`config.mk`:
```
export PLATFORM = sky130hd
export DESIGN_NAME = lossy_two_way_packet_relay
export DESIGN_NICKNAME = d
export VERILOG_FILES = /design/src/rtl/lpr_pkg.sv /design/src/rtl/lpr_queue.sv /design/src/rtl/lossy_two_way_packet_relay.sv
export SDC_FILE = /design/constraint.sdc
export NUM_CORES = 2
export LEC_CHECK = 0
export BUFFER_PORTS_ARGS = -buffer_cell sky130_fd_sc_hd__buf_2
export CAP_MARGIN = 20
export CORE_AREA = 5 5 383 536
export CTS_CLUSTER_SIZE = 20
export DETAILED_ROUTE_END_ITERATION = 10
export DIE_AREA = 0 0 388 541
export PLACE_DENSITY = 0.66
export SETUP_SLACK_MARGIN = 0.02
export SYNTH_ARGS = -nofsm -noshare
export SYNTH_HDL_FRONTEND = slang
export SYNTH_SLANG_ARGS = --single-unit
export TNS_END_PERCENT = 10
```
`constraint.sdc`:
```
create_clock -name i_clk -period 9.1 [get_ports i_clk]
set_clock_uncertainty 0.2 [all_clocks]
set_input_delay 0.91 -clock i_clk [delete_from_list [all_inputs] [get_ports i_clk]]
set_output_delay 0.91 -clock i_clk [all_outputs]
set_load 0.02 [all_outputs]
```
`src/rtl/lpr_pkg.sv`:
```
// ----------------------------------------------------------------------------
// lpr_pkg
// Shared types, codes and sizes for the lossy packet relay.
// ----------------------------------------------------------------------------
package lpr_pkg;

    localparam int unsigned QUEUE_DEPTH_DEF = 16;

    localparam int unsigned PORT_W      = 16;
    localparam int unsigned PCT_W       = 7;
    localparam int unsigned LIMIT_W     = 5;
    localparam int unsigned LO_W        = 64;
    localparam int unsigned HI_W        = 8;
    localparam int unsigned PAYLOAD_W   = LO_W + HI_W;
    localparam int unsigned CFG_IDX_W   = 2;
    localparam int unsigned CFG_DATA_W  = 16;
    localparam int unsigned PCT_SCALE   = 100;

    localparam logic [PCT_W-1:0]   DROP_PCT_RST  = '0;
    localparam logic [LIMIT_W-1:0] LIMIT_RST     = LIMIT_W'(16);
    localparam logic [PORT_W-1:0]  PORT_RST      = '0;

    typedef logic [PAYLOAD_W-1:0] t_payload;

    typedef enum logic [CFG_IDX_W-1:0] {
        CFG_DROP_PCT = 2'd0,
        CFG_LIMIT    = 2'd1,
        CFG_PORT_B   = 2'd2,
        CFG_PORT_C   = 2'd3
    } t_cfg_idx;

    typedef enum logic {
        CMD_ARRIVAL = 1'b0,
        CMD_TICK    = 1'b1
    } t_cmd;

    typedef enum logic {
        KIND_STATUS = 1'b0,
        KIND_SEND   = 1'b1
    } t_kind;

    typedef enum logic {
        DEST_B = 1'b0,
        DEST_C = 1'b1
    } t_dest;

    typedef enum logic [2:0] {
        ST_QUEUED_C   = 3'd0,
        ST_QUEUED_B   = 3'd1,
        ST_FIRST_DROP = 3'd2,
        ST_SECOND_DROP = 3'd3,
        ST_QUEUE_FULL = 3'd4,
        ST_UNKNOWN    = 3'd5
    } t_status;

    typedef struct packed {
        logic empty;
        logic full;
    } t_q_stat;

endpackage

```
`src/rtl/lpr_queue.sv`:
```
// ----------------------------------------------------------------------------
// lpr_queue
// Circular packet queue with a programmable fill limit and registered read.
// ----------------------------------------------------------------------------
module lpr_queue
    import lpr_pkg::*;
#(
    parameter int unsigned DEPTH = QUEUE_DEPTH_DEF
) (
    input  logic               i_clk,
    input  logic               i_rst_n,
    input  logic [LIMIT_W-1:0] i_limit,
    input  logic               i_push,
    input  t_payload           i_push_data,
    input  logic               i_pop,
    output t_q_stat            o_stat,
    output t_payload           o_rd_data
);

    localparam int unsigned AW = (DEPTH > 1) ? $clog2(DEPTH) : 1;
    localparam int unsigned CW = $clog2(DEPTH + 1);
    localparam int unsigned SW = CW + 1;
    localparam int unsigned LW = (CW > LIMIT_W) ? CW : LIMIT_W;

    t_payload        r_mem [DEPTH];
    t_payload        r_rd_data;
    logic [AW-1:0]   r_head;
    logic [AW-1:0]   n_head;
    logic [CW-1:0]   r_count;
    logic [CW-1:0]   n_count;
    logic [SW-1:0]   tail_sum;
    logic [AW-1:0]   wr_addr;
    logic [LW-1:0]   count_x;
    logic            full;

    always_comb begin
        tail_sum = SW'(r_head) + SW'(r_count);
        if (tail_sum >= SW'(DEPTH)) begin
            wr_addr = AW'(tail_sum - SW'(DEPTH));
        end else begin
            wr_addr = AW'(tail_sum);
        end
        count_x = LW'(r_count);
        full    = (count_x >= LW'(i_limit)) || (count_x >= LW'(DEPTH));

        n_head  = r_head;
        n_count = r_count;
        if (i_pop) begin
            n_head  = (r_head == AW'(DEPTH - 1)) ? '0 : r_head + AW'(1);
            n_count = r_count - CW'(1);
        end else if (i_push) begin
            n_count = r_count + CW'(1);
        end
    end

    always_ff @(posedge i_clk) begin
        if (!i_rst_n) begin
            r_head  <= '0;
            r_count <= '0;
        end else begin
            r_head  <= n_head;
            r_count <= n_count;
        end
    end

    always_ff @(posedge i_clk) begin
        if (i_push) begin
            r_mem[wr_addr] <= i_push_data;
        end
        if (i_pop) begin
            r_rd_data <= r_mem[r_head];
        end
    end

    assign o_stat.empty = (r_count == '0);
    assign o_stat.full  = full;
    assign o_rd_data    = r_rd_data;

endmodule

```
`src/rtl/lossy_two_way_packet_relay.sv`:
```
// ----------------------------------------------------------------------------
// lossy_two_way_packet_relay
// Link impairment relay between two sides with drop tests and bounded queues.
// ----------------------------------------------------------------------------
// Usage:
//   Command channel: an item is taken on a rising edge with start high and
//   busy low. Command 0 is a packet arrival, command 1 a send tick.
//   Configuration: write i_cfg_data to register i_cfg_index while i_cfg_we
//   is high; only while no item is in flight.
//   Results appear for one cycle with o_strobe high, starting at the edge
//   after the one that took the item, or after the second send of a tick
//   when the item waits behind that send. An arrival gives one status
//   result; a tick gives up to two send results (toward B first), in
//   consecutive cycles, o_last marking the final one. An empty tick gives
//   no result.
//   Throughput: one item per cycle, except that a tick with both queues
//   non-empty holds the result port for both of its sends and raises busy
//   if another item is already waiting in the input register. Each
//   queue is a single-port memory: one push or one pop per cycle.
//   Reset: queues empty, registers drop_percent 0, queue_limit 16,
//   port_b 0, port_c 0. The receiver cannot stall: results are never held.
// ----------------------------------------------------------------------------
module lossy_two_way_packet_relay
    import lpr_pkg::*;
#(
    parameter int unsigned QUEUE_DEPTH = QUEUE_DEPTH_DEF
) (
    input  logic                  i_clk,
    input  logic                  i_rst_n,
    input  logic                  start,
    output logic                  busy,
    input  logic                  i_command,
    input  logic [PORT_W-1:0]     i_source_port,
    input  logic [LO_W-1:0]       i_payload_lo,
    input  logic [HI_W-1:0]       i_payload_hi,
    input  logic [PCT_W-1:0]      i_random_first,
    input  logic [PCT_W-1:0]      i_random_second,
    input  logic                  i_cfg_we,
    input  logic [CFG_IDX_W-1:0]  i_cfg_index,
    input  logic [CFG_DATA_W-1:0] i_cfg_data,
    output logic                  o_strobe,
    output logic                  o_kind,
    output logic [2:0]            o_status,
    output logic                  o_destination,
    output logic [LO_W-1:0]       o_out_payload_lo,
    output logic [HI_W-1:0]       o_out_payload_hi,
    output logic                  o_last
);

    logic [PCT_W-1:0]   r_drop_pct;
    logic [LIMIT_W-1:0] r_limit;
    logic [PORT_W-1:0]  r_port_b;
    logic [PORT_W-1:0]  r_port_c;

    logic               r_in_vld;
    t_cmd               r_in_cmd;
    logic [PORT_W-1:0]  r_in_src;
    t_payload           r_in_data;
    logic [PCT_W-1:0]   r_in_r1;
    logic [PCT_W-1:0]   r_in_r2;

    logic               r_vld;
    t_kind              r_kind;
    t_status            r_status;
    t_dest              r_dest;
    logic               r_two;

    logic               n_vld;
    t_kind              n_kind;
    t_status            n_status;
    t_dest              n_dest;
    logic               n_two;

    logic               accept;
    logic               proc_en;
    logic               arrival;
    logic               from_b;
    logic               known;
    logic               drop2;
    t_status            arr_status;
    logic               push_b;
    logic               push_c;
    logic               pop_b;
    logic               pop_c;
    t_q_stat            b_stat;
    t_q_stat            c_stat;
    t_payload           b_rd;
    t_payload           c_rd;
    t_payload           out_data;

    assign proc_en = r_in_vld && !r_two;
    assign busy    = r_in_vld && r_two;
    assign accept  = start && !busy;

    always_ff @(posedge i_clk) begin
        if (!i_rst_n) begin
            r_drop_pct <= DROP_PCT_RST;
            r_limit    <= LIMIT_RST;
            r_port_b   <= PORT_RST;
            r_port_c   <= PORT_RST;
        end else if (i_cfg_we) begin
            unique case (t_cfg_idx'(i_cfg_index))
                CFG_DROP_PCT: r_drop_pct <= i_cfg_data[PCT_W-1:0];
                CFG_LIMIT:    r_limit    <= i_cfg_data[LIMIT_W-1:0];
                CFG_PORT_B:   r_port_b   <= i_cfg_data[PORT_W-1:0];
                CFG_PORT_C:   r_port_c   <= i_cfg_data[PORT_W-1:0];
                default:      r_limit    <= r_limit;
            endcase
        end
    end

    // hold the input register while the result port is still busy
    always_ff @(posedge i_clk) begin
        if (!i_rst_n) begin
            r_in_vld <= 1'b0;
        end else if (accept) begin
            r_in_vld <= 1'b1;
        end else if (proc_en) begin
            r_in_vld <= 1'b0;
        end
    end

    always_ff @(posedge i_clk) begin
        if (accept) begin
            r_in_cmd  <= t_cmd'(i_command);
            r_in_src  <= i_source_port;
            r_in_data <= {i_payload_hi, i_payload_lo};
            r_in_r1   <= i_random_first;
            r_in_r2   <= i_random_second;
        end
    end

    always_comb begin
        arrival = (r_in_cmd == CMD_ARRIVAL);
        from_b  = (r_in_src == r_port_b);
        known   = from_b || (r_in_src == r_port_c);
        drop2   = (({1'b0, r_in_r2} + {1'b0, r_drop_pct}) >= (PCT_W + 1)'(PCT_SCALE));
        push_b  = 1'b0;
        push_c  = 1'b0;
        priority if (r_in_r1 <= r_drop_pct) begin
            arr_status = ST_FIRST_DROP;
        end else if (!known) begin
            arr_status = ST_UNKNOWN;
        end else if (drop2) begin
            arr_status = ST_SECOND_DROP;
        end else if (from_b) begin
            if (c_stat.full) begin
                arr_status = ST_QUEUE_FULL;
            end else begin
                arr_status = ST_QUEUED_C;
                push_c     = proc_en && arrival;
            end
        end else begin
            if (b_stat.full) begin
                arr_status = ST_QUEUE_FULL;
            end else begin
                arr_status = ST_QUEUED_B;
                push_b     = proc_en && arrival;
            end
        end
        pop_b = proc_en && !arrival && !b_stat.empty;
        pop_c = proc_en && !arrival && !c_stat.empty;
    end

    lpr_queue #(
        .DEPTH (QUEUE_DEPTH)
    ) u_queue_b (
        .i_clk       (i_clk),
        .i_rst_n     (i_rst_n),
        .i_limit     (r_limit),
        .i_push      (push_b),
        .i_push_data (r_in_data),
        .i_pop       (pop_b),
        .o_stat      (b_stat),
        .o_rd_data   (b_rd)
    );

    lpr_queue #(
        .DEPTH (QUEUE_DEPTH)
    ) u_queue_c (
        .i_clk       (i_clk),
        .i_rst_n     (i_rst_n),
        .i_limit     (r_limit),
        .i_push      (push_c),
        .i_push_data (r_in_data),
        .i_pop       (pop_c),
        .o_stat      (c_stat),
        .o_rd_data   (c_rd)
    );

    // advance a two-result tick to its C send, else build the next result
    always_comb begin
        n_vld    = 1'b0;
        n_kind   = r_kind;
        n_status = r_status;
        n_dest   = r_dest;
        n_two    = 1'b0;
        if (r_two) begin
            n_vld  = 1'b1;
            n_dest = DEST_C;
        end else if (proc_en) begin
            if (arrival) begin
                n_vld    = 1'b1;
                n_kind   = KIND_STATUS;
                n_status = arr_status;
                n_dest   = DEST_B;
            end else begin
                n_vld    = !b_stat.empty || !c_stat.empty;
                n_kind   = KIND_SEND;
                n_status = ST_QUEUED_C;
                n_dest   = b_stat.empty ? DEST_C : DEST_B;
                n_two    = !b_stat.empty && !c_stat.empty;
            end
        end
    end

    always_ff @(posedge i_clk) begin
        if (!i_rst_n) begin
            r_vld <= 1'b0;
            r_two <= 1'b0;
        end else begin
            r_vld <= n_vld;
            r_two <= n_two;
        end
    end

    always_ff @(posedge i_clk) begin
        r_kind   <= n_kind;
        r_status <= n_status;
        r_dest   <= n_dest;
    end

    always_comb begin
        if (r_kind == KIND_SEND) begin
            out_data = (r_dest == DEST_C) ? c_rd : b_rd;
        end else begin
            out_data = '0;
        end
    end

    assign o_strobe         = r_vld;
    assign o_kind           = r_kind;
    assign o_status         = r_status;
    assign o_destination    = (r_kind == KIND_SEND) ? r_dest : DEST_B;
    assign o_out_payload_lo = out_data[LO_W-1:0];
    assign o_out_payload_hi = out_data[PAYLOAD_W-1:LO_W];
    assign o_last           = !r_two;

    a_pair_follows: assert property (@(posedge i_clk) disable iff (!i_rst_n)
        (o_strobe && !o_last) |=> (o_strobe && o_last && o_destination == DEST_C))
        else $error("second send of a tick missing");

    a_pair_is_two: assert property (@(posedge i_clk) disable iff (!i_rst_n)
        r_two |=> !r_two)
        else $error("send pair lasted more than two cycles");

    a_status_clean: assert property (@(posedge i_clk) disable iff (!i_rst_n)
        (o_strobe && o_kind == KIND_STATUS) |->
            (o_out_payload_lo == '0 && o_out_payload_hi == '0 && o_destination == DEST_B))
        else $error("status result carries payload");

    a_one_queue_op: assert property (@(posedge i_clk) disable iff (!i_rst_n)
        !((push_b || push_c) && (pop_b || pop_c)) && !(push_b && push_c))
        else $error("conflicting queue operations");

endmodule

```
==> impl_metrics.json <==
{
  "drive_gt1_share_pct": 30.21,
  "synthSimpleGateAreaFrac_pct": 1.627,
  "wirelength_um": 237800,
  "seqPwrFrac_pct": 56.4,
  "swShare_pct": 20.04,
  "ff2ff_path_depth": 12,
  "tightest_slew_ns": 1.156,
  "critPathMaxFanout": 51,
  "portBuffers": 204,
  "yosysTopAreaCell": "edfxtp_1",
  "die_h_um": 541,
  "internal_power_mw": 18.92,
  "synth.area.top_cells": "edfxtp_1, mux4_2, dfxtp_1",
  "die-area_sq_um": 209900,
  "combPwrFrac_pct": 2.0,
  "slew_viol_final": 0,
  "hold_path_end": "r_in_r2[6]",
  "layout_common_cells": "edfxtp_1, mux4_2, clkbuf_16, buf_2, nand2_1",
  "r2r_start": "r_drop_pct[0]",
  "finalHoldViolCount": 0,
  "post-route-util_pct": 56.67,
  "p_leak_nw": 34.95,
  "critPathKind": "flop to flop",
  "wl_met1_um": 90770,
  "gp_congestion": 0.7772,
  "irDropWorstVdd_mv": 0.1696,
  "synthDistinctLibCells": 62,
  "synthMuxAreaShare_pct": 17.10,
  "tns_ns": 0,
  "max_cap_violations": 0,
  "synth_top_family_by_area": "multiplexers",
  "setup_viol": 0,
  "first_global_vias": 47120,
  "syn_inst": 4183,
  "max_freq_ghz": 0.1754,
  "synth_seq_area_share_pct": 78.53,
  "core_area_sq_um": 200300,
  "start_util_pct": 49.61,
  "p_switching_mw": 4.742,
  "holdWs_ns": 0.07037,
  "crit_path_end_kind": "flop",
  "syn_area_sq_um": 99380,
  "r2r_end": "u_queue_b.r_mem[3][31]",
  "clock_sinks": 2621,
  "seq_area_sq_um": 78080,
  "drc_errors": 0,
  "synth_edf_count": 2555,
  "grt_overflow": 0,
  "clockPowerShare_pct": 41.6,
  "cts_root_buffer": "clkbuf_16",
  "synth_ff_type": "edfxtp_1",
  "grt_max_degree": 148,
  "core.rowCount": 195,
  "antenna_found_initial": 11,
  "route.vias.total": 45320,
  "clock_path_buffers": 4,
  "antenna_left": 0,
  "async_reset_ff_share_pct": 0,
  "wire_per_inst_um": 31.63,
  "dpl-instance-area_sq_um": 104200,
  "critPathRequiredTime_ns": 9.37,
  "min_period_ns": 5.701,
  "route.met3.wl_um": 17920,
  "finalCritPeriodShare_pct": 62.64,
  "synth_top_area_share_pct": 77.20,
  "maxUsedRoutingLayer": "met5",
  "multi_input_area_sq_um": 20610,
  "place_hpwl_um": 132900,
  "powerDensity_nw_per_um2": 208.4,
  "dr.pass1.iters": 6,
  "grt_pass1_wl_um": 340000,
  "status": "complete, no violations",
  "cts_tree": "done",
  "r2r_setup_slack_ns": 3.40,
  "rsz0062_at_grt": "no",
  "startpoint_type": "flop",
  "whs_path_depth": 1,
  "crit_arrival_ns": 5.97,
  "first_iter_violations": 4808,
  "clkTransAtPathRegs_ns": 0.06,
  "fillCellCount": 14330,
  "synth-adder-area-share_pct": 0.5791,
  "nNetsFinal": 4838,
  "layout_commonest_cell": "edfxtp_1",
  "synth_area_per_cell_sq_um": 23.76,
  "design_area_sq_um": 113500,
  "clk_latency_ns": 0.89,
  "min_from": "i_random_second[6]",
  "cts_resized": 0,
  "ys_ff_latch": 2621,
  "yosysWarningCount": 0,
  "cts_max_level": 4,
  "area.growth.synth_to_final_pct": 14.21,
  "met2_length_um": 120800,
  "cts_buffers": 239,
  "die-width_um": 388,
  "design.portCount": 205,
  "synth_fp_nets": 4351,
  "synth_compound_area_share_pct": 0.7604,
  "relSlewSlack_pct": 22.96,
  "avgViaCountPerCell": 6.027,
  "synth-xor-area-share_pct": 0.4318,
  "holdCritPathClass": "primary input to flop",
  "track_usage_pct": 22.52
}
## metrics by stage
step / cells / power [mW] / setup WS, ns
after detailed placement: 6959 / 14.03 / 3.438
after global routing: 7519 / 24.40 / 3.149
after floorplan: 4183 / 13.77 / 1.197
final: 7520 / 23.66 / 3.399
after global placement: 6952 / 14.01 / 3.476
after CTS: 7484 / 23.83 / 3.392
## critical path, stage by stage, from the launching register on
cell and delay (ns):
dfxtp_1 0.36, ha_1 0.22, inv_1 0.07, fa_1 0.37
nand2b_1 0.18, a21oi_1 0.20, nor4_1 0.08, a311o_1 0.36
a31oi_4 0.69, nand2_1 0.71, nor3_2 0.28, buf_4 0.86
buf_4 0.62
## kinds of logic after synthesis
kind of cell,after synthesis
flip-flops,2621
XOR/XNOR,49
buffers and inverters,230
adder cells (fa/ha/maj),43
multiplexers,798
AO/OA/AOI/OAI,121
AND/OR/NAND/NOR,321
## routing by layer
metal,track usage [%],vias up
met5,0,-
met4,7.469,4
met3,4.491,430
met2,37.96,1940
met1,29.82,24260
li1,-,18690
## synthesized netlist by cell type (8+ instances only)
master    count
buf_1        18
nor2_1       64
nor2b_1      76
edfxtp_1   2555
a21o_1       13
nor4_1        9
nand4_1      10
o21ai_0       8
xnor2_1      10
mux4_2      720
mux2i_1      77
nand2b_1      8
nand2_1     102
nand3_1      17
a21oi_1      68
inv_1        29
buf_2        63
clkbuf_1    115
dfxtp_1      66
xor2_1       39
ha_1         38
## state kept, by name, summed over array words and instances, names as in the netlist, 3 cells and up
signal	flops
o_status	3
r_drop_pct	7
r_in_data	72
r_in_r1	7
r_in_r2	7
r_in_src	16
r_limit	5
r_port_b	16
r_port_c	16
u_queue_b.count_x	5
u_queue_b.o_rd_data	72
u_queue_b.r_head	4
u_queue_b.r_mem	1152
u_queue_c.count_x	5
u_queue_c.o_rd_data	72
u_queue_c.r_head	4
u_queue_c.r_mem	1152
## timing repair
item	4_1_cts	5_1_grt
hold buffers	95	0
endpoints found under the setup margin	0	0
setup buffers	0	0
endpoints found under the hold margin	95	0
## power groups by stage
stage,Clock (mW),Sequential [mW],Combinational (mW)
2_1_floorplan,0,13.6,0.159
3_3_place_gp,0,13.7,0.335
3_5_place_dp,0,13.7,0.352
4_1_cts,10.0,13.4,0.386
5_1_grt,10.5,13.4,0.508
6_report,9.83,13.4,0.473
## how the worst max path moves through the flow
| stage | end | cells past startpoint | startpoint |
|---|---|---|---|
| 3_3_place_gp | u_queue_b.r_mem[3][30] | 12 | r_drop_pct[0] |
| 2_1_floorplan | u_queue_b.r_mem[7][0] | 11 | r_drop_pct[0] |
| 4_1_cts | u_queue_b.r_mem[3][31] | 12 | r_drop_pct[0] |
| 6_report | u_queue_b.r_mem[3][31] | 12 | r_drop_pct[0] |
| 5_1_grt | u_queue_b.r_mem[3][38] | 12 | r_drop_pct[0] |
| 3_5_place_dp | u_queue_b.r_mem[3][31] | 12 | r_drop_pct[0] |
## final cells by class
type / instances / share of cell area, %
diodes: 2 / 0.004409
well taps: 2659 / 2.931
multi-input cells: 1332 / 18.16
flip-flops and latches: 2621 / 68.79
inverters: 31 / 0.1113
repair buffers: 445 / 3.326
clock buffers: 288 / 5.477
clock inverters: 142 / 1.203
(Power assumes the default switching activity.)
